File: src/rtl/core/vcc_pkg.sv
// ----------------------------------------------------------------------------
// vcc_pkg
// Shared types and constants of the vending coin controller: field widths,
// action, coin, command, status and register codes.
// ----------------------------------------------------------------------------
`default_nettype none

package vcc_pkg;

  localparam int ACTION_W    = 3;
  localparam int PRODUCT_W   = 2;
  localparam int COIN_W      = 2;
  localparam int QTY_W       = 8;
  localparam int STATUS_W    = 4;
  localparam int MONEY_W     = 10;
  localparam int STOCK_W     = 8;
  localparam int PRICE_W     = 8;
  localparam int TICKS_W     = 16;
  localparam int COIN_ADD_W  = 5;
  localparam int CFG_IDX_W   = 2;
  localparam int CFG_DATA_W  = 16;
  localparam int IN_TDATA_W  = 16;
  localparam int OUT_TDATA_W = 40;
  localparam int QUEUE_DEPTH = 2;

  localparam logic [MONEY_W-1:0]    DEPOSIT_MAX   = 10'd1023;
  localparam logic [TICKS_W-1:0]    TICKS_MAX     = 16'hFFFF;
  localparam logic [TICKS_W-1:0]    TIMEOUT_RESET = 16'd30;
  localparam logic [COIN_ADD_W-1:0] VAL_NICKEL    = 5'd5;
  localparam logic [COIN_ADD_W-1:0] VAL_DIME      = 5'd10;
  localparam logic [COIN_ADD_W-1:0] VAL_QUARTER   = 5'd25;

  typedef enum logic [ACTION_W-1:0] {
    ACT_TICK    = 3'd0,
    ACT_SELECT  = 3'd1,
    ACT_COIN    = 3'd2,
    ACT_CONFIRM = 3'd3,
    ACT_RESTOCK = 3'd4
  } action_e;

  typedef enum logic [COIN_W-1:0] {
    COIN_NICKEL  = 2'd0,
    COIN_DIME    = 2'd1,
    COIN_QUARTER = 2'd2
  } coin_e;

  typedef enum logic [2:0] {
    OP_NONE    = 3'd0,
    OP_TICK    = 3'd1,
    OP_SELECT  = 3'd2,
    OP_COIN    = 3'd3,
    OP_CONFIRM = 3'd4,
    OP_RESTOCK = 3'd5
  } op_e;

  typedef enum logic [STATUS_W-1:0] {
    ST_NONE          = 4'd0,
    ST_OPENED        = 4'd1,
    ST_OUT_OF_STOCK  = 4'd2,
    ST_COIN_TAKEN    = 4'd3,
    ST_VENDED        = 4'd4,
    ST_REFUNDED      = 4'd5,
    ST_TIMEOUT       = 4'd6,
    ST_RESTOCKED     = 4'd7,
    ST_RESTOCK_ERROR = 4'd8
  } status_e;

  typedef enum logic [CFG_IDX_W-1:0] {
    CFG_PRICE_FIRST  = 2'd0,
    CFG_PRICE_SECOND = 2'd1,
    CFG_PRICE_THIRD  = 2'd2,
    CFG_TIMEOUT      = 2'd3
  } cfg_idx_e;

  typedef struct packed {
    op_e                   op;
    logic [PRODUCT_W-1:0]  product;
    logic [COIN_ADD_W-1:0] coin_add;
    logic [QTY_W-1:0]      qty;
  } cmd_t;

  typedef struct packed {
    logic full;
    logic empty;
  } q_status_t;

  typedef struct packed {
    logic                  we;
    cfg_idx_e              idx;
    logic [CFG_DATA_W-1:0] data;
  } cfg_wr_t;

endpackage

`default_nettype wire

File: src/rtl/core/vending_coin_controller.sv
// ----------------------------------------------------------------------------
// vending_coin_controller
// Three-product vending controller: stock, coin session, vend and refund.
// ----------------------------------------------------------------------------
// One word is accepted per cycle while the command queue has room; each word
// gives exactly one result word, in order. An accepted word is held in the
// two-entry command queue behind the decoder, then in the result register of
// the execution stage until the master side takes it. The execution stage
// updates all session and stock state as it takes a command, so the sustained
// rate is one word per cycle whenever the master side takes results. Prices and
// the timeout are to be written by the user through the cfg port only while no
// word is in flight; the block itself does not enforce this.
`default_nettype none

module vending_coin_controller #(
  parameter int NUM_PRODUCTS = 3
) (
  input  wire logic                              clk_i,
  input  wire logic                              rst_ni,
  // cfg: 0 price_first, 1 price_second, 2 price_third, 3 timeout_ticks
  input  wire logic                              cfg_we_i,
  input  wire logic [vcc_pkg::CFG_IDX_W-1:0]     cfg_idx_i,
  input  wire logic [vcc_pkg::CFG_DATA_W-1:0]    cfg_wdata_i,
  input  wire logic                              s_axis_tvalid,
  output logic                                   s_axis_tready,
  // action[2:0], product[4:3], coin_kind[6:5], quantity[14:7], zero[15]
  input  wire logic [vcc_pkg::IN_TDATA_W-1:0]    s_axis_tdata,
  output logic                                   m_axis_tvalid,
  input  wire logic                              m_axis_tready,
  // status[3:0], change_due[13:4], deposit_now[23:14], stock_now[31:24],
  // session_open[32], zero[39:33]
  output logic [vcc_pkg::OUT_TDATA_W-1:0]        m_axis_tdata
);

  vcc_pkg::cmd_t      push_cmd, head_cmd;
  vcc_pkg::q_status_t q_status;
  vcc_pkg::cfg_wr_t   cfg_wr;
  logic               q_push, q_pop, q_valid, q_ready;

  assign cfg_wr = '{we: cfg_we_i, idx: vcc_pkg::cfg_idx_e'(cfg_idx_i), data: cfg_wdata_i};

  vcc_front u_front (
    .s_axis_tvalid (s_axis_tvalid),
    .s_axis_tready (s_axis_tready),
    .s_axis_tdata  (s_axis_tdata),
    .q_ready_i     (q_ready),
    .q_push_o      (q_push),
    .q_cmd_o       (push_cmd)
  );

  vcc_queue u_queue (
    .clk_i    (clk_i),
    .rst_ni   (rst_ni),
    .push_i   (q_push),
    .cmd_i    (push_cmd),
    .pop_i    (q_pop),
    .head_o   (head_cmd),
    .valid_o  (q_valid),
    .ready_o  (q_ready),
    .status_o (q_status)
  );

  vcc_back #(
    .NUM_PRODUCTS (NUM_PRODUCTS)
  ) u_back (
    .clk_i         (clk_i),
    .rst_ni        (rst_ni),
    .cfg_i         (cfg_wr),
    .q_valid_i     (q_valid),
    .q_cmd_i       (head_cmd),
    .q_pop_o       (q_pop),
    .m_axis_tvalid (m_axis_tvalid),
    .m_axis_tready (m_axis_tready),
    .m_axis_tdata  (m_axis_tdata)
  );

`ifndef ASSERT_OFF
  // queue cannot be full and empty at once
  a_queue_state: assert property (@(posedge clk_i) disable iff (!rst_ni)
    !(q_status.full && q_status.empty))
    else $error("command queue reports full and empty");

  // a session that just opened or took a coin stays open
  a_open_session: assert property (@(posedge clk_i) disable iff (!rst_ni)
    m_axis_tvalid && (m_axis_tdata[3:0] == vcc_pkg::ST_OPENED ||
                      m_axis_tdata[3:0] == vcc_pkg::ST_COIN_TAKEN)
    |-> m_axis_tdata[32])
    else $error("session closed after open or coin");

  // closing a session empties the deposit
  a_close_session: assert property (@(posedge clk_i) disable iff (!rst_ni)
    m_axis_tvalid && (m_axis_tdata[3:0] == vcc_pkg::ST_VENDED ||
                      m_axis_tdata[3:0] == vcc_pkg::ST_REFUNDED ||
                      m_axis_tdata[3:0] == vcc_pkg::ST_TIMEOUT)
    |-> !m_axis_tdata[32] && m_axis_tdata[23:14] == '0)
    else $error("deposit or session left after close");

  // a taken coin leaves at least a nickel on deposit
  a_coin_deposit: assert property (@(posedge clk_i) disable iff (!rst_ni)
    m_axis_tvalid && m_axis_tdata[3:0] == vcc_pkg::ST_COIN_TAKEN
    |-> m_axis_tdata[23:14] >= 10'(vcc_pkg::VAL_NICKEL))
    else $error("coin taken with deposit below a nickel");
`endif

endmodule

`default_nettype wire

File: src/rtl/core/vcc_front.sv
// ----------------------------------------------------------------------------
// vcc_front
// Input side: takes words from the slave stream and turns each into a
// command for the back end, resolving the action and the coin value.
// ----------------------------------------------------------------------------
`default_nettype none

module vcc_front (
  input  wire logic                             s_axis_tvalid,
  output logic                                  s_axis_tready,
  input  wire logic [vcc_pkg::IN_TDATA_W-1:0]   s_axis_tdata,
  input  wire logic                             q_ready_i,
  output logic                                  q_push_o,
  output vcc_pkg::cmd_t                         q_cmd_o
);

  logic [vcc_pkg::ACTION_W-1:0] action;
  logic [vcc_pkg::COIN_W-1:0]   coin;

  assign action = s_axis_tdata[2:0];
  assign coin   = s_axis_tdata[6:5];

  assign s_axis_tready = q_ready_i;
  assign q_push_o      = s_axis_tvalid && q_ready_i;

  always_comb begin
    q_cmd_o          = '0;
    q_cmd_o.op       = vcc_pkg::OP_NONE;
    q_cmd_o.product  = s_axis_tdata[4:3];
    q_cmd_o.qty      = s_axis_tdata[14:7];
    q_cmd_o.coin_add = '0;

    unique case (coin)
      vcc_pkg::COIN_NICKEL:  q_cmd_o.coin_add = vcc_pkg::VAL_NICKEL;
      vcc_pkg::COIN_DIME:    q_cmd_o.coin_add = vcc_pkg::VAL_DIME;
      vcc_pkg::COIN_QUARTER: q_cmd_o.coin_add = vcc_pkg::VAL_QUARTER;
      default:               q_cmd_o.coin_add = '0;
    endcase

    unique case (action)
      vcc_pkg::ACT_TICK:    q_cmd_o.op = vcc_pkg::OP_TICK;
      vcc_pkg::ACT_SELECT:  q_cmd_o.op = vcc_pkg::OP_SELECT;
      // drop unknown coins here, they leave all state alone
      vcc_pkg::ACT_COIN:    q_cmd_o.op = (coin == vcc_pkg::COIN_NICKEL ||
                                          coin == vcc_pkg::COIN_DIME ||
                                          coin == vcc_pkg::COIN_QUARTER)
                                         ? vcc_pkg::OP_COIN : vcc_pkg::OP_NONE;
      vcc_pkg::ACT_CONFIRM: q_cmd_o.op = vcc_pkg::OP_CONFIRM;
      vcc_pkg::ACT_RESTOCK: q_cmd_o.op = vcc_pkg::OP_RESTOCK;
      default:              q_cmd_o.op = vcc_pkg::OP_NONE;
    endcase
  end

endmodule

`default_nettype wire

File: src/rtl/core/vcc_queue.sv
// ----------------------------------------------------------------------------
// vcc_queue
// Short command queue between the front and back ends so each side can
// stall on its own.
// ----------------------------------------------------------------------------
`default_nettype none

module vcc_queue (
  input  wire logic          clk_i,
  input  wire logic          rst_ni,
  input  wire logic          push_i,
  input  vcc_pkg::cmd_t      cmd_i,
  input  wire logic          pop_i,
  output vcc_pkg::cmd_t      head_o,
  output logic               valid_o,
  output logic               ready_o,
  output vcc_pkg::q_status_t status_o
);

  localparam int PTR_W = $clog2(vcc_pkg::QUEUE_DEPTH);
  localparam int CNT_W = $clog2(vcc_pkg::QUEUE_DEPTH + 1);
  localparam logic [CNT_W-1:0] FULL_CNT = CNT_W'(vcc_pkg::QUEUE_DEPTH);
  localparam logic [PTR_W-1:0] LAST_PTR = PTR_W'(vcc_pkg::QUEUE_DEPTH - 1);

  vcc_pkg::cmd_t    mem_q [vcc_pkg::QUEUE_DEPTH];
  logic [PTR_W-1:0] wr_ptr_q, wr_ptr_d;
  logic [PTR_W-1:0] rd_ptr_q, rd_ptr_d;
  logic [CNT_W-1:0] count_q,  count_d;
  logic             do_push, do_pop;

  assign valid_o  = (count_q != '0);
  assign ready_o  = (count_q != FULL_CNT);
  assign do_push  = push_i && ready_o;
  assign do_pop   = pop_i && valid_o;
  assign head_o   = mem_q[rd_ptr_q];
  assign status_o = '{full: !ready_o, empty: !valid_o};

  always_comb begin
    wr_ptr_d = wr_ptr_q;
    rd_ptr_d = rd_ptr_q;
    count_d  = count_q;
    if (do_push) begin
      wr_ptr_d = (wr_ptr_q == LAST_PTR) ? '0 : wr_ptr_q + PTR_W'(1);
    end
    if (do_pop) begin
      rd_ptr_d = (rd_ptr_q == LAST_PTR) ? '0 : rd_ptr_q + PTR_W'(1);
    end
    if (do_push && !do_pop) begin
      count_d = count_q + CNT_W'(1);
    end else if (do_pop && !do_push) begin
      count_d = count_q - CNT_W'(1);
    end
  end

  always_ff @(posedge clk_i or negedge rst_ni) begin
    if (!rst_ni) begin
      wr_ptr_q <= '0;
      rd_ptr_q <= '0;
      count_q  <= '0;
    end else begin
      wr_ptr_q <= wr_ptr_d;
      rd_ptr_q <= rd_ptr_d;
      count_q  <= count_d;
    end
  end

  always_ff @(posedge clk_i) begin
    if (do_push) begin
      mem_q[wr_ptr_q] <= cmd_i;
    end
  end

endmodule

`default_nettype wire

File: src/rtl/core/vcc_back.sv
// ----------------------------------------------------------------------------
// vcc_back
// Execution side: holds prices, stock and the coin session; applies one
// command per cycle while results are taken, and registers each result word.
// ----------------------------------------------------------------------------
`default_nettype none

module vcc_back #(
  parameter int NUM_PRODUCTS = 3
) (
  input  wire logic                            clk_i,
  input  wire logic                            rst_ni,
  input  vcc_pkg::cfg_wr_t                     cfg_i,
  input  wire logic                            q_valid_i,
  input  vcc_pkg::cmd_t                        q_cmd_i,
  output logic                                 q_pop_o,
  output logic                                 m_axis_tvalid,
  input  wire logic                            m_axis_tready,
  output logic [vcc_pkg::OUT_TDATA_W-1:0]      m_axis_tdata
);

  localparam int MW = vcc_pkg::MONEY_W;
  localparam int TW = vcc_pkg::TICKS_W;
  localparam int SW = vcc_pkg::STOCK_W;
  localparam int PW = vcc_pkg::PRICE_W;
  localparam int NW = vcc_pkg::PRODUCT_W;
  localparam int PAD_W = vcc_pkg::OUT_TDATA_W
                       - (vcc_pkg::STATUS_W + 2 * MW + SW + 1);

  logic [PW-1:0] price_q [NUM_PRODUCTS];
  logic [SW-1:0] stock_q [NUM_PRODUCTS];
  logic [SW-1:0] stock_d [NUM_PRODUCTS];
  logic [TW-1:0] timeout_q;
  logic          session_q, session_d;
  logic [NW-1:0] sp_q, sp_d;
  logic [MW-1:0] deposit_q, deposit_d;
  logic [TW-1:0] idle_q, idle_d;
  logic          out_valid_q;
  logic [vcc_pkg::OUT_TDATA_W-1:0] out_data_q, out_data_d;

  logic [PW-1:0]   addr_price, sp_price;
  logic [SW-1:0]   addr_stock, stock_now;
  logic            addr_ok;
  logic [NW-1:0]   shown;
  logic [TW-1:0]   idle_inc;
  logic [MW:0]     coin_sum;
  logic            vend, restock_ok;
  vcc_pkg::status_e status;
  logic [MW-1:0]   change;

  assign q_pop_o       = q_valid_i && (!out_valid_q || m_axis_tready);
  assign m_axis_tvalid = out_valid_q;
  assign m_axis_tdata  = out_data_q;

  // pick the addressed and session product entries
  always_comb begin
    addr_price = '0;
    addr_stock = '0;
    addr_ok    = 1'b0;
    sp_price   = '0;
    for (int k = 0; k < NUM_PRODUCTS; k++) begin
      if (NW'(k) == q_cmd_i.product) begin
        addr_price = price_q[k];
        addr_stock = stock_q[k];
        addr_ok    = 1'b1;
      end
      if (NW'(k) == sp_q) begin
        sp_price = price_q[k];
      end
    end
  end

  always_comb begin
    session_d  = session_q;
    sp_d       = sp_q;
    deposit_d  = deposit_q;
    idle_d     = idle_q;
    status     = vcc_pkg::ST_NONE;
    change     = '0;
    vend       = 1'b0;
    restock_ok = 1'b0;
    shown      = sp_q;
    idle_inc   = (idle_q != vcc_pkg::TICKS_MAX) ? idle_q + TW'(1) : idle_q;
    coin_sum   = {1'b0, deposit_q} + (MW + 1)'(q_cmd_i.coin_add);

    unique case (q_cmd_i.op)
      vcc_pkg::OP_TICK: begin
        if (session_q) begin
          idle_d = idle_inc;
          if (idle_inc >= timeout_q) begin
            change    = deposit_q;
            deposit_d = '0;
            session_d = 1'b0;
            idle_d    = '0;
            status    = vcc_pkg::ST_TIMEOUT;
          end
        end
      end
      vcc_pkg::OP_SELECT: begin
        shown = q_cmd_i.product;
        if (!session_q) begin
          if (addr_ok && addr_price != '0 && addr_stock != '0) begin
            session_d = 1'b1;
            sp_d      = q_cmd_i.product;
            idle_d    = '0;
            status    = vcc_pkg::ST_OPENED;
          end else begin
            status = vcc_pkg::ST_OUT_OF_STOCK;
          end
        end
      end
      vcc_pkg::OP_COIN: begin
        if (session_q) begin
          deposit_d = coin_sum[MW] ? vcc_pkg::DEPOSIT_MAX : coin_sum[MW-1:0];
          idle_d    = '0;
          status    = vcc_pkg::ST_COIN_TAKEN;
        end
      end
      vcc_pkg::OP_CONFIRM: begin
        if (session_q) begin
          if (deposit_q >= MW'(sp_price)) begin
            change = deposit_q - MW'(sp_price);
            vend   = 1'b1;
            status = vcc_pkg::ST_VENDED;
          end else begin
            change = deposit_q;
            status = vcc_pkg::ST_REFUNDED;
          end
          deposit_d = '0;
          session_d = 1'b0;
          idle_d    = '0;
        end
      end
      vcc_pkg::OP_RESTOCK: begin
        shown = q_cmd_i.product;
        if (!session_q && addr_ok && addr_price != '0) begin
          restock_ok = 1'b1;
          status     = vcc_pkg::ST_RESTOCKED;
        end else begin
          status = vcc_pkg::ST_RESTOCK_ERROR;
        end
      end
      default: begin
        status = vcc_pkg::ST_NONE;
      end
    endcase
  end

  // stock update and the stock shown after the update
  always_comb begin
    stock_now = '0;
    for (int k = 0; k < NUM_PRODUCTS; k++) begin
      stock_d[k] = stock_q[k];
      if (restock_ok && NW'(k) == q_cmd_i.product) begin
        stock_d[k] = q_cmd_i.qty;
      end
      if (vend && NW'(k) == sp_q && stock_q[k] != '0) begin
        stock_d[k] = stock_q[k] - SW'(1);
      end
      if (NW'(k) == shown) begin
        stock_now = stock_d[k];
      end
    end
    out_data_d = {PAD_W'(0), session_d, stock_now, deposit_d, change, status};
  end

  always_ff @(posedge clk_i or negedge rst_ni) begin
    if (!rst_ni) begin
      for (int k = 0; k < NUM_PRODUCTS; k++) begin
        price_q[k] <= '0;
        stock_q[k] <= '0;
      end
      timeout_q   <= vcc_pkg::TIMEOUT_RESET;
      session_q   <= 1'b0;
      sp_q        <= '0;
      deposit_q   <= '0;
      idle_q      <= '0;
      out_valid_q <= 1'b0;
    end else begin
      if (cfg_i.we) begin
        for (int k = 0; k < NUM_PRODUCTS; k++) begin
          if (cfg_i.idx == vcc_pkg::CFG_PRICE_FIRST && k == 0 ||
              cfg_i.idx == vcc_pkg::CFG_PRICE_SECOND && k == 1 ||
              cfg_i.idx == vcc_pkg::CFG_PRICE_THIRD && k == 2) begin
            price_q[k] <= cfg_i.data[PW-1:0];
          end
        end
        if (cfg_i.idx == vcc_pkg::CFG_TIMEOUT) begin
          timeout_q <= cfg_i.data[TW-1:0];
        end
      end
      if (q_pop_o) begin
        for (int k = 0; k < NUM_PRODUCTS; k++) begin
          stock_q[k] <= stock_d[k];
        end
        session_q <= session_d;
        sp_q      <= sp_d;
        deposit_q <= deposit_d;
        idle_q    <= idle_d;
      end
      if (q_pop_o) begin
        out_valid_q <= 1'b1;
      end else if (m_axis_tready) begin
        out_valid_q <= 1'b0;
      end
    end
  end

  always_ff @(posedge clk_i) begin
    if (q_pop_o) begin
      out_data_q <= out_data_d;
    end
  end

endmodule

`default_nettype wire

File: config.mk
export PLATFORM = sky130hd
export DESIGN_NAME = vending_coin_controller
export DESIGN_NICKNAME = d
export VERILOG_FILES = /design/src/rtl/core/vcc_pkg.sv /design/src/rtl/core/vending_coin_controller.sv /design/src/rtl/core/vcc_front.sv /design/src/rtl/core/vcc_queue.sv /design/src/rtl/core/vcc_back.sv
export SDC_FILE = /design/constraint.sdc
export NUM_CORES = 1
export LEC_CHECK = 0
export ABC_CLOCK_PERIOD_IN_PS = 9200
export BUFFER_PORTS_ARGS = -buffer_cell sky130_fd_sc_hd__buf_2
export CELL_PAD_IN_SITES_DETAIL_PLACEMENT = 0
export CELL_PAD_IN_SITES_GLOBAL_PLACEMENT = 2
export CORE_MARGIN = 2
export CORE_UTILIZATION = 40
export CTS_CLUSTER_SIZE = 14
export DETAILED_ROUTE_END_ITERATION = 10
export PLACE_DENSITY = 0.87
export SYNTH_ARGS = -nofsm -noshare
export SYNTH_HDL_FRONTEND = slang
export SYNTH_SLANG_ARGS = --single-unit
File: constraint.sdc
create_clock -name clk_i -period 9.2 [get_ports clk_i]
set_input_delay 1.84 -clock clk_i [delete_from_list [all_inputs] [get_ports clk_i]]
set_output_delay 1.84 -clock clk_i [all_outputs]
set_load 0.1 [all_outputs]
======== Word-level counts from Yosys, hierarchy flattened ========
Memory sizes are Yosys's and may differ from the RTL's.
Cells that the tools add are included.
word-level totals
  memories kept ........................... 1
  word-level logic and storage cells ...... 175
  register bits after elaboration ......... 131
  memory bits (writable) .................. 36
  bits of input ports ..................... 39
memories
  memory         depth  width  read ports  clocked after Yosys merged registers in  write ports  line             text
  u_queue.mem_q  2      18     1           0                                        1            vcc_queue.sv:25  vcc_pkg::cmd_t mem_q [vcc_pkg::QUEUE_DEPTH];
cells by class
  add/subtract/negate cells ............... 10
  eq/ne operators ......................... 26
  muxes and demuxes ....................... 70
  bitwise logic cells ..................... 1
  $lt $le $gt $ge ......................... 2
  reduce and logical (&&, ||, !) cells .... 49
operator list
  operator                                              count
  two-way mux 8 bit                                     18
  two-way mux 16 bit                                    6
  two-way mux 10 bit                                    9
  one-hot mux 16 bit (3 select lines)                   1
  nonzero test 8 bit                                    5
  one-hot mux 10 bit (3 select lines)                   1
  subtractor 8 x 1 -> 8 bit (second input constant)     3
  one-hot mux 10 bit (2 select lines)                   1
  one-hot mux 4 bit (5 select lines)                    1
  logical AND 1 bit                                     19
  two-way mux 1 bit                                     19
  adder 16 x 1 -> 16 bit (second input constant)        1
  greater-or-equal comparator 16 bit                    1
  two-way mux 4 bit                                     4
  inequality test 16 bit (second input constant)        1
  one-hot mux 3 bit (5 select lines)                    1
  one-hot mux 5 bit (3 select lines)                    1
  equality test 3 x 2 -> 1 bit (second input constant)  4
  two-way mux 2 bit                                     6
  adder 10 x 5 -> 11 bit                                1
  greater-or-equal comparator 10 x 8 -> 1 bit           1
  zero test 2 bit                                       5
  subtractor 10 x 8 -> 10 bit                           1
  equality test 3 bit (second input constant)           3
  other kinds (22)                                      45

======== Depth between registers and ports, before layout ========
Gate-level depths: netlist (run 1).
An unclocked memory read counts as a cell.
  depth after elaboration ................. 15
  mapped depth ............................ 16
  mapped depth without buffers ............ 14

======== Modules after synthesis ========
From an unflattened synthesis (run 1), not the netlist that was laid out.
unflattened totals
  cell total of the unflattened synthesis .. 1005
  area total of the unflattened synthesis .. 10088.4 um2
modules (own cells, without submodules)
  module     sequential area each (um2)  area an instance (um2)  times used  cells each
  vcc_back   3348.2                      8311.7                  1           900
  vcc_queue  1181.1                      1562.7                  1           76
  vcc_front  0.0                         214.0                   1           29

======== Worst setup path after synthesis (run 1) ========
No wires, ideal clock.
  path kind ............................... reg-to-reg
  from .................................... register u_back.idle_q[2]
  to ...................................... register u_back.idle_q[0]
  library setup time ...................... 0.082 ns
  clock period less this slack ............ 4.052 ns
  required time ........................... 9.118 ns
  cell stages (with the launch flop) ...... 16
  data arrival time ....................... 3.970 ns
  path slack .............................. 5.148 ns
  path through ............................ dfrtp_1 > clkbuf_1 > nand4_1 > nor4_1 > nand4_1 > and2_1 > nand3_1 > xnor2_1 > ha_1 > a211oi_1 > o21ai_0 > a211o_1 > a2111oi_2 > clkbuf_1 > nand2_1 > a31oi_1
between the ends
  word-level cells in the longest chain between the ends .. 6
ends and longest elaborated chain
  what                                                                     line             text
  start, declared                                                          vcc_back.sv:37   logic [TW-1:0] idle_q, idle_d;
  start signal, assigned                                                   vcc_back.sv:199  idle_q <= idle_d;
  adder 16 x 1 -> 16 bit / inequality test 16 bit (equally long branches)  vcc_back.sv:83   idle_inc = (idle_q != vcc_pkg::TICKS_MAX) ? idle_q + TW'(1) : idle_q;
  two-way mux 16 bit *                                                     vcc_back.sv:83
  greater-or-equal comparator 16 bit                                       vcc_back.sv:90   if (idle_inc >= timeout_q) begin
  two-way mux 16 bit *                                                     vcc_back.sv:90
  two-way mux 16 bit *                                                     vcc_back.sv:88   if (session_q) begin
  one-hot mux 16 bit (3 select lines) *                                    vcc_back.sv:86   unique case (q_cmd_i.op)
Mark *: on every way between the ends. The rest lies on a longest branch, timed or not. The select of a mux whose other input is x is not followed.
A chain may end at the register's enable or synchronous reset.

======== Worst setup path after layout (run 1) ========
  from .................................... register u_back.idle_q[2]
  to ...................................... register u_back.out_data_q (netlist bit u_back.m_axis_tdata[14]), data pin
between the ends
  word-level cells in the longest chain between the ends .. 6
ends and longest elaborated chain
  what                                                                     line             text
  adder 16 x 1 -> 16 bit / inequality test 16 bit (equally long branches)  vcc_back.sv:83
  two-way mux 16 bit *                                                     vcc_back.sv:83
  greater-or-equal comparator 16 bit *                                     vcc_back.sv:90
  two-way mux 10 bit *                                                     vcc_back.sv:90
  two-way mux 10 bit *                                                     vcc_back.sv:88
  one-hot mux 10 bit (3 select lines) *                                    vcc_back.sv:86
  named net u_back.deposit_d[0]                                            vcc_back.sv:36   logic [MW-1:0] deposit_q, deposit_d;
  end signal, assigned                                                     vcc_back.sv:211  out_data_q <= out_data_d;
  end, declared                                                            vcc_back.sv:39   logic [vcc_pkg::OUT_TDATA_W-1:0] out_data_q, out_data_d;
Mark *: on every way through the listed nets, which the timed path passes. The rest lies on a longest branch.

==> impl_metrics.ini, run 1 <==
[placement]
dp.cells = 1383
dp_hpwl_mm = 19.31
gp_congestion = 0.9020
place_ws_ns = 4.484
io_buffers = 72

[global_routing]
first_global_vias = 7695
grt.total_usage = 0.2093
antenna_found_initial = 0
overflow = 0
grt_max_degree = 69
grt_first_pass_wirelength_mm = 42.56

[critical_path]
critPathMaxFanout = 8
required_ns = 9.35
reg2reg_from = u_back.idle_q[2]
arrival_ns = 4.87
critPathLaunchType = flop
critPathKind = reg -> reg
reg2reg_slack_ns = 4.47
reg2regPathDepth = 14
worst_setup_path_end_kind = flop
rr_endpoint = u_back.m_axis_tdata[14]

[min_path]
holdPathStages = 1
hp-class = reg -> reg
min_from = u_back.idle_q[6]
hold_end = u_back.idle_q[6]

[clocking]
clk_path_buf_depth = 2
cts_setup_buffers = 0
clk_pin_slew_ns = 0.07
clock_latency_ns = 0.43
cts_tree = done
root_buffer = clkbuf_16
cts_resized = 0
clock-sinks = 167
cts_hold_buf = 0
h-tree-depth = 4
cts-buffers-inserted = 17

[layout]
fin_util = 0.4596
final_cells = 1415
areaGrowthSynthToFinish_pct = 12.80
final_common_cell = dfrtp_1
final_cell_mix = 94 x dfrtp_1, 90 x nand2_1, 90 x a21oi_1
n_fill_cell = 2393
antenna_cells = 0
drive_gt1_frac = 0.1732
final_nets = 1161

[timing]
fin_ws_ns = 4.474
finalCriticalPeriod_ns = 4.726
rsz0062_at_grt = no
slew_headroom = 0.2110
finalClockSkew_ns = 0.01206
tightest_slew_ns = 1.181
finalSetupViolCount = 0
fmax_ghz = 0.2116
hold_viol = 0
setup-tns-final_ns = 0
slew_violations = 0
post-route-period-util = 0.5137

[route]
firstDrtPassIters = 7
drtIter0Drc = 457
route.met3.wl_mm = 1.288
wl_per_cell_um = 18.73
routed_wirelength_mm = 26.51
wl_met1_mm = 13.09
ant_nets = 0
drc = 0
wl_met2_mm = 11.88
routed.top_layer = met4
via_count = 7933
viasPerCell = 5.606

[die]
initial_core_util = 0.4075
die_w_um = 161.6
die_area_um2 = 26120
die_h_um = 161.6
rows = 57
coreArea_um2 = 24390
io_pins = 81

[power_and_ir_drop]
swShare = 0.4996
power_density_nw_per_um2 = 362.9
intPower_mw = 2.036
power.switching_mw = 2.032
seqPwrFrac = 0.308
pwr-share-comb = 0.518
leakage_nw = 4.537
pwr-share-clk = 0.174
max-vdd-ir-drop_v = 0.0002100

[yosys]
synthArstFlopShare = 0.5868
syn_avg_cell_area_um2 = 9.859
synth_fa_ha_area_frac = 0.05691
synth_cell_type_count = 80
synth_mux_area_frac = 0.08825
synth-seq-area-share = 0.4557
synth_compound_area_frac = 0.1776
syn_inst = 1008
synth_top_family_by_area = compound AO/OA/AOI/OAI gates
synth-edff-count = 69
synth_ff_type = dfrtp_1
synth-xor-area-share = 0.01939
yosys.area_share.simple = 0.1618
synthesis.area_um2 = 9938
synth_warnings = 0
ys_seq_elements = 167

[status]
outcome = finished, final reports clean

[run]
cap_viol_max_count = 0
-- area by class of cell --
type | count | area (um2) | share of cell area
multi-input cells | 754 | 5051 | 0.4506
flip-flops and latches | 167 | 4529 | 0.4040
clock buffers | 22 | 499.2 | 0.04453
repair buffers | 81 | 430.4 | 0.03839
well taps | 324 | 405.4 | 0.03616
inverters | 57 | 214.0 | 0.01908
clock inverters | 10 | 81.33 | 0.007254
-- power groups by stage --
stage | clock network, mW | logic [mW] | registers [mW]
global placement | 0 | 2.09 | 1.26
detailed placement | 0 | 2.09 | 1.26
floorplan | 0 | 1.17 | 1.67
CTS | 0.727 | 2.10 | 1.25
finish | 0.707 | 2.11 | 1.25
global route | 0.754 | 2.29 | 1.28
-- synthesized netlist by cell type, types with 5 or more instances --
library cell  number  area [um2]
a22o_1            10       87.58
nor2_1            77       289.0
mux2_2            52       585.6
and3_1             9       56.30
nor3_1            28       140.1
a31oi_1           11       68.82
nand2b_1          11       68.82
clkbuf_1          19       71.32
o31ai_1            8       60.06
o211ai_1           6       45.04
or3_1             13       81.33
buf_2              5       25.02
nand2_1           90       337.8
nor2b_1            9       56.30
a21oi_1           90       450.4
mux2i_1           24       240.2
o2bb2ai_1          8       70.07
o21ai_0           65       325.3
nand3_1           33       165.2
edfxtp_1          69        2072
nor4_1            12       75.07
inv_1             55       206.5
o22ai_1           10       62.56
xnor2_1           18       157.7
nand4_1           17       106.4
dfrtp_1           94        2352
buf_4              7       52.55
a211oi_1          16       120.1
ha_1              42       525.5
-- per-layer routing --
| layer | vias to the layer above | GRT usage |
|---|---|---|
| met3 | 18 | 0.03749 |
| met4 | 0 | 0.04586 |
| met2 | 213 | 0.3213 |
| met1 | 3813 | 0.3097 |
| li1 | 3889 | - |
| met5 | - | 0 |
-- worst max-delay path by stage --
stage,start,to,slack (ns),depth (start not counted)
2_1_floorplan,u_back.idle_q[2],u_back.idle_q[0],5.15,15
3_3_place_gp,u_back.idle_q[2],u_back.m_axis_tdata[16],4.50,14
3_5_place_dp,u_back.idle_q[2],u_back.m_axis_tdata[14],4.48,14
4_1_cts,u_back.idle_q[2],u_back.m_axis_tdata[14],4.47,14
5_1_grt,u_back.idle_q[2],u_back.m_axis_tdata[16],4.02,14
6_report,u_back.idle_q[2],u_back.m_axis_tdata[14],4.47,14
-- logic make-up (layout without fill, tap and decap cells) --
kind of cell | Yosys count | in the layout
muxes | 79 | 79
other | 1 | 7
buffers and inverters | 93 | 170
DFF | 167 | 167
AOI/OAI and AO/OA | 277 | 277
and+or+nand+nor | 325 | 325
xor gates and xnor gates | 22 | 22
adders and majority gates | 44 | 44
-- critical path: stages (launching register included) --
cell and delay (ns):
dfrtp_1 0.48, nand4_1 0.24, nor4_1 0.63, nand4_1 0.44, and2_1 0.35, nand2_1 0.10
xnor2_1 0.10, ha_1 0.30, o21ai_0 0.08, o21bai_1 0.13, a21oi_1 0.11, o21bai_1 0.50
nand4_1 0.37, a21oi_1 0.42, o22ai_1 0.19
-- stage by stage --
stage | total power, mW | cell area [um2] | hold slack (ns)
finish | 4.068 | 11210 | 0.4881
global route | 4.326 | 11210 | 0.5160
CTS | 4.074 | 11210 | 0.4865
detailed placement | 3.355 | 10630 | 0.4719
global placement | 3.345 | 10630 | 0.4653
floorplan | 2.836 | 9961 | 0.4502
-- flip-flops by register name, summed over array words and instances, names as in the netlist, 10 cells and up --
| signal | count |
|---|---|
| u_back.timeout_q | 16 |
| u_back.m_axis_tdata | 33 |
| u_back.stock_q | 24 |
| u_queue.mem_q | 36 |
| u_back.deposit_q | 10 |
| u_back.price_q | 24 |
| u_back.idle_q | 16 |
Power figures use the tool's default switching activity.
==> run 2, diff against run 1 <==
Settings changed: ABC_AREA set to 1, ABC_CLOCK_PERIOD_IN_PS 9200 to 4700, CORE_UTILIZATION 40 to 36, PLACE_DENSITY 0.87 to 0.85.
Clock period 9.2 ns to 4.7 ns, I/O delays scaled along.
==> run 2 against run 1 <==
  * Global-route usage down 2.0 points
  * Critical path depth rose by 3
  * Sequential share of layout area down 0.81 points
  * Clock skew up 0.0013 ns
  * Die area is 13% higher
  * Core utilization down 4.7 points
  * Largest power group unchanged
  * Sequential power rose by 88%
  * Count of clock-buffer cells in the layout shrank 5
==> impl_metrics.ini, run 2 <==
[status]
outcome = finished, final reports clean

[global_routing]
grt_first_pass_wirelength_mm = 43.21
overflow = 0
met2_usage = 0.2998
first_global_vias = 8044
grt_busiest_layer = met2
use_met3 = 0.03014
grt.total_usage = 0.1897
grt_max_degree = 68
grt_use_met1 = 0.2698
antenna_found_initial = 0

[placement]
gp_congestion = 0.8598
dp_hpwl_mm = 20.03
io_buffers = 72
dp.cells = 1693

[clocking]
cts_tree = done
cts_resized = 0
h-tree-depth = 4
clk_pin_slew_ns = 0.07
cts-buffers-inserted = 17
clock-sinks = 167
cts_setup_buffers = 0
clk_path_buf_depth = 2
cts_hold_buf = 0
root_buffer = clkbuf_16
clock_latency_ns = 0.43

[route]
viasPerCell = 4.955
firstDrtPassIters = 5
drtIter0Drc = 629
routed_wirelength_mm = 26.99
via_count = 8548
drc = 0
ant_nets = 0
wl_per_cell_um = 15.65

[yosys]
synth-seq-area-share = 0.4486
synth_warnings = 0
synth-edff-count = 69
synth_top_area_frac = 0.2330
synth_top_area_cell = dfrtp_1
synth_cell_type_count = 50
synth.most_common_cell = nand2_1
syn_avg_cell_area_um2 = 7.968
synthArstFlopShare = 0.5868
ys_seq_elements = 167
synth_ff_type = dfrtp_1
synthTopCellsByArea = dfrtp_1 23%, edfxtp_1 21%, nand2_1 11%
syn_inst = 1267
synthesis.area_um2 = 10100
synth_common_cells = 303 x nand2_1, 169 x nand3_1, 146 x inv_1

[power_and_ir_drop]
leakage_nw = 5.354
max-vdd-ir-drop_v = 0.0004513
power_density_nw_per_um2 = 724.8

[timing]
hold_viol = 0
fmax_ghz = 0.2477
rsz0062_at_grt = no
tightest_slew_ns = 1.036
setup-tns-final_ns = 0
post-route-period-util = 0.8590
finalCriticalPeriod_ns = 4.037
timing.hold.ws_ns = 0.3362
finalSetupViolCount = 0
finalClockSkew_ns = 0.01335
slew_headroom = 0.3074
slew_violations = 0

[critical_path]
worst_path_largest_cell_delay_ns = 0.42
crit_path_frequent_cell = nand2_1
critPathBufInv = 3
crit_chain = inv_1 > nor2_1 > inv_1 > o22ai_1 > nor2_1 > ha_1 > fa_1 > o21ai_0 > nand4_1 > nand2_1 > nand2_4 > inv_4 > nand2_2 > or2_1 > nand2_1 > nand2_1 > nand3_1
worst-path-stages = 17
required_ns = 4.98
critPathLaunchType = flop
worst_path_dominant_cell_family = simple AND/OR/NAND/NOR gates
critPathMaxFanout = 16
arrival_ns = 4.32
cp_slowest_cell = fa_1
reg2regPathDepth = 17
critPathKind = reg -> reg
worst_setup_path_end_kind = flop

[run]
cap_viol_max_count = 0

[layout]
multi_input_area_um2 = 4791
fin_util = 0.4129
n_fill_cell = 2849
final_cell_mix = 303 x nand2_1, 169 x nand3_1, 146 x inv_1
antenna_cells = 0
largest_register = u_queue.mem_q
largest_register_ff_count = 36
drive_gt1_frac = 0.1321
final_nets = 1417
areaGrowthSynthToFinish_pct = 13.31
ff_latch_area_um2 = 4529
final_cells = 1725
final_common_cell = nand2_1

[min_path]
hp-class = in -> async

[die]
die_w_um = 171.5
die_h_um = 171.5
io_pins = 81
coreArea_um2 = 27710
initial_core_util = 0.3644
die_area_um2 = 29400
rows = 61
## run 2: cell types whose count changed in the layout (fill, tap and decap cells not counted), sizes merged, moves of 17 or more
cell,previous run,this run
a211oi,17,0
a21oi,90,46
inv,62,160
mux2,53,0
mux2i,26,0
nand2,90,312
nand3,35,170
nor2,77,99
nor3,29,12
o21ai,69,122
## run 2: power breakdown
| part | internal [mW] | total, mW | switching (mW) |
|---|---|---|---|
| clock network | 0.853 | 1.50 | 0.648 |
| logic | 1.08 | 4.44 | 3.36 |
| registers | 2.04 | 2.35 | 0.308 |
| total | 3.98 | 8.29 | 4.32 |
## run 2: path summary, 6_finish.rpt
kind / end / slack [ns] / startpoint
setup / recovery: u_back.m_axis_tdata[25] / 0.66 / u_back.sp_q[1]
min in group clk_i: u_queue.count_q[0] / 0.47 / u_queue.count_q[0]
hold reg to reg: u_queue.count_q[0] / 0.47 / u_queue.count_q[0]
hold / removal: u_back.timeout_q[14] / 0.34 / rst_ni
setup reg to reg: u_back.m_axis_tdata[25] / 0.66 / u_back.sp_q[1]
max in group asynchronous: u_back.stock_q[2] / 3.49 / rst_ni
## run 2: metal layers
metal | wire, um | vias to the layer above
met5 | 0 | -
met4 | 482 | 0
met3 | 1161 | 30
met2 | 12030 | 188
met1 | 13320 | 3974
li1 | - | 4356
## run 2: cell type report
class                      count  area share
clock inverter                15     0.01673
tap                          378     0.04134
inverter                     155     0.05108
multi-input combinational    910      0.4188
sequential                   167      0.3959
clock buffer                  17     0.03719
timing repair buffer          83     0.03894
## run 2: cells by family (layout without fill, tap and decap cells)
kind of cell,after synthesis,after routing,share of synthesized area
simple gates,644,644,0.2842
xor+xnor,23,23,0.01995
fa+ha+maj,44,44,0.05602
buf+inv,196,270,0.08018
compound gates,192,192,0.1107
flops,167,167,0.4486
other cells,1,7,0.0003714
## run 2: through the flow
step	setup slack, ns	power, mW	cell area (um2)
CTS	0.6541	8.350	11440
floorplan	1.542	5.802	10120
finish	0.6628	8.292	11440
global placement	0.7432	6.803	10820
global route	0.2881	8.893	11440
detailed placement	0.6702	6.824	10820
==> run 3, diff against run 2 <==
Settings changed: ABC_CLOCK_PERIOD_IN_PS 4700 to 4100.
Clock period 4.7 ns to 4.1 ns, I/O delays scaled along.
==> run 3 against run 2 <==
  * Critical path depth is the same
  * Power grew 14%
  * Design area increased by 0.27%
  * Die area did not move
  * Fmax up 6.9%
  * Via count increased by 0.76%
  * Largest cell class unchanged
  * Largest power group unchanged
==> impl_metrics.ini, run 3 (same netlist as run 2, synthesis figures left out) <==
[clocking]
cts_hold_buf = 0
cts-buffers-inserted = 17
cts_tree = done
cts_resized = 0
clk_pin_slew_ns = 0.07
cts_setup_buffers = 0
clock_latency_ns = 0.44
clock-sinks = 167
root_buffer = clkbuf_16
clk_path_buf_depth = 2
h-tree-depth = 4

[power_and_ir_drop]
max-vdd-ir-drop_v = 0.0005862
power_density_nw_per_um2 = 825.2
leakage_nw = 5.376

[timing]
timing.hold.ws_ns = 0.4696
slew_violations = 0
slew_headroom = 0.2932
post-route-period-util = 0.9215
setup-tns-final_ns = 0
rsz0062_at_grt = no
fmax_ghz = 0.2647
finalCriticalPeriod_ns = 3.778
finalSetupViolCount = 0
tightest_slew_ns = 1.057
hold_viol = 0
finalClockSkew_ns = 0.01930

[route]
viasPerCell = 4.973
drc = 0
ant_nets = 0
routed_wirelength_mm = 27.26
wl_per_cell_um = 15.74
via_count = 8613
firstDrtPassIters = 8
drtIter0Drc = 631

[placement]
gp_congestion = 0.8591
io_buffers = 72
dp_hpwl_mm = 20.47

[critical_path]
critPathBufInv = 4
arrival_ns = 3.96
crit_path_frequent_cell = nand3_1
crit_chain = inv_1 > nor2_1 > inv_1 > o22ai_1 > nor2_1 > ha_1 > fa_1 > o21ai_0 > nand4_1 > nand2_1 > nand2_4 > inv_4 > nand2_2 > inv_2 > nand3_1 > nand3_1 > nand3_1
worst_setup_path_end_kind = flop
worst_path_dominant_cell_family = simple AND/OR/NAND/NOR gates
critPathKind = reg -> reg
worst_path_largest_cell_delay_ns = 0.42
critPathLaunchType = flop
critPathMaxFanout = 14
required_ns = 4.28
cp_slowest_cell = dfrtp_1

[layout]
areaGrowthSynthToFinish_pct = 13.62
final_cell_mix = 303 x nand2_1, 169 x nand3_1, 146 x inv_1
largest_register_ff_count = 36
ff_latch_area_um2 = 4529
final_common_cell = nand2_1
drive_gt1_frac = 0.1366
antenna_cells = 0
n_fill_cell = 2871
fin_util = 0.4140
multi_input_area_um2 = 4791
largest_register = u_queue.mem_q
final_nets = 1424

[min_path]
hp-class = in -> async

[global_routing]
grt_max_degree = 62
grt.total_usage = 0.1910
grt_first_pass_wirelength_mm = 43.55
overflow = 0
first_global_vias = 8023
antenna_found_initial = 0

[die]
die_area_um2 = 29400
die_h_um = 171.5
io_pins = 81
die_w_um = 171.5
rows = 61
coreArea_um2 = 27710
initial_core_util = 0.3644

[run]
cap_viol_max_count = 0

[status]
outcome = finished, final reports clean
==> run 3: cell count changes in the layout (fill, tap and decap cells not counted) <==
cell	delta
inv_8	+5
clkinv_8	+3
buf_4	+7
inv_6	-3
bufinv_16	-3
clkinv_2	-2
==> run 3: routing by layer <==
metal | share of wire | global-route usage
met1 | 0.49 | 0.2707
met4 | 0.016 | 0.05416
met5 | 0 | 0
met3 | 0.045 | 0.02807
met2 | 0.45 | 0.3033
==> run 3: power by group <==
part	switching [mW]	internal [mW]
Combinational	3.90	1.28
Clock	0.814	0.826
Sequential	0.314	2.34
Total	5.03	4.44
==> run 3: worst paths after layout <==
kind	cells after the start	end	slack [ns]	startpoint
hold / removal	1	u_back.timeout_q[14]	0.47	rst_ni
setup reg to reg	17	u_back.m_axis_tdata[28]	0.32	u_back.sp_q[1]
min in group clk_i	1	u_queue.count_q[0]	0.47	u_queue.count_q[0]
hold reg to reg	1	u_queue.count_q[0]	0.47	u_queue.count_q[0]
setup / recovery	17	u_back.m_axis_tdata[28]	0.32	u_back.sp_q[1]
max in group asynchronous	2	u_back.timeout_q[4]	2.73	rst_ni
==> run 3: stage by stage <==
stage	setup slack, ns	power [mW]	cells	area (um2)
2_1_floorplan	0.9423	6.651	1273	10120
5_1_grt	0.001452	10.15	1732	11470
3_5_place_dp	0.3481	7.864	1700	10880
4_1_cts	0.3320	9.531	1732	11470
6_report	0.3218	9.466	1732	11470
3_3_place_gp	0.4062	7.844	1700	10880
==> run 3: worst reg2reg max path, cell delays in order (launching register included) <==
cell     delay [ns]
dfrtp_1        0.42
inv_1          0.10
nor2_1         0.36
inv_1          0.12
o22ai_1        0.16
nor2_1         0.09
ha_1           0.21
fa_1           0.40
o21ai_0        0.25
nand4_1        0.16
nand2_1        0.26
nand2_4        0.13
inv_4          0.20
nand2_2        0.17
inv_2          0.16
nand3_1        0.10
nand3_1        0.15
nand3_1        0.10
==> run 3: layout make-up <==
class                      count  share of cell area
clock inverter                15             0.01483
timing repair buffer          90             0.04341
tap                          378             0.04123
inverter                     155             0.05094
clock buffer                  17             0.03709
multi-input combinational    910              0.4176
sequential                   167              0.3949
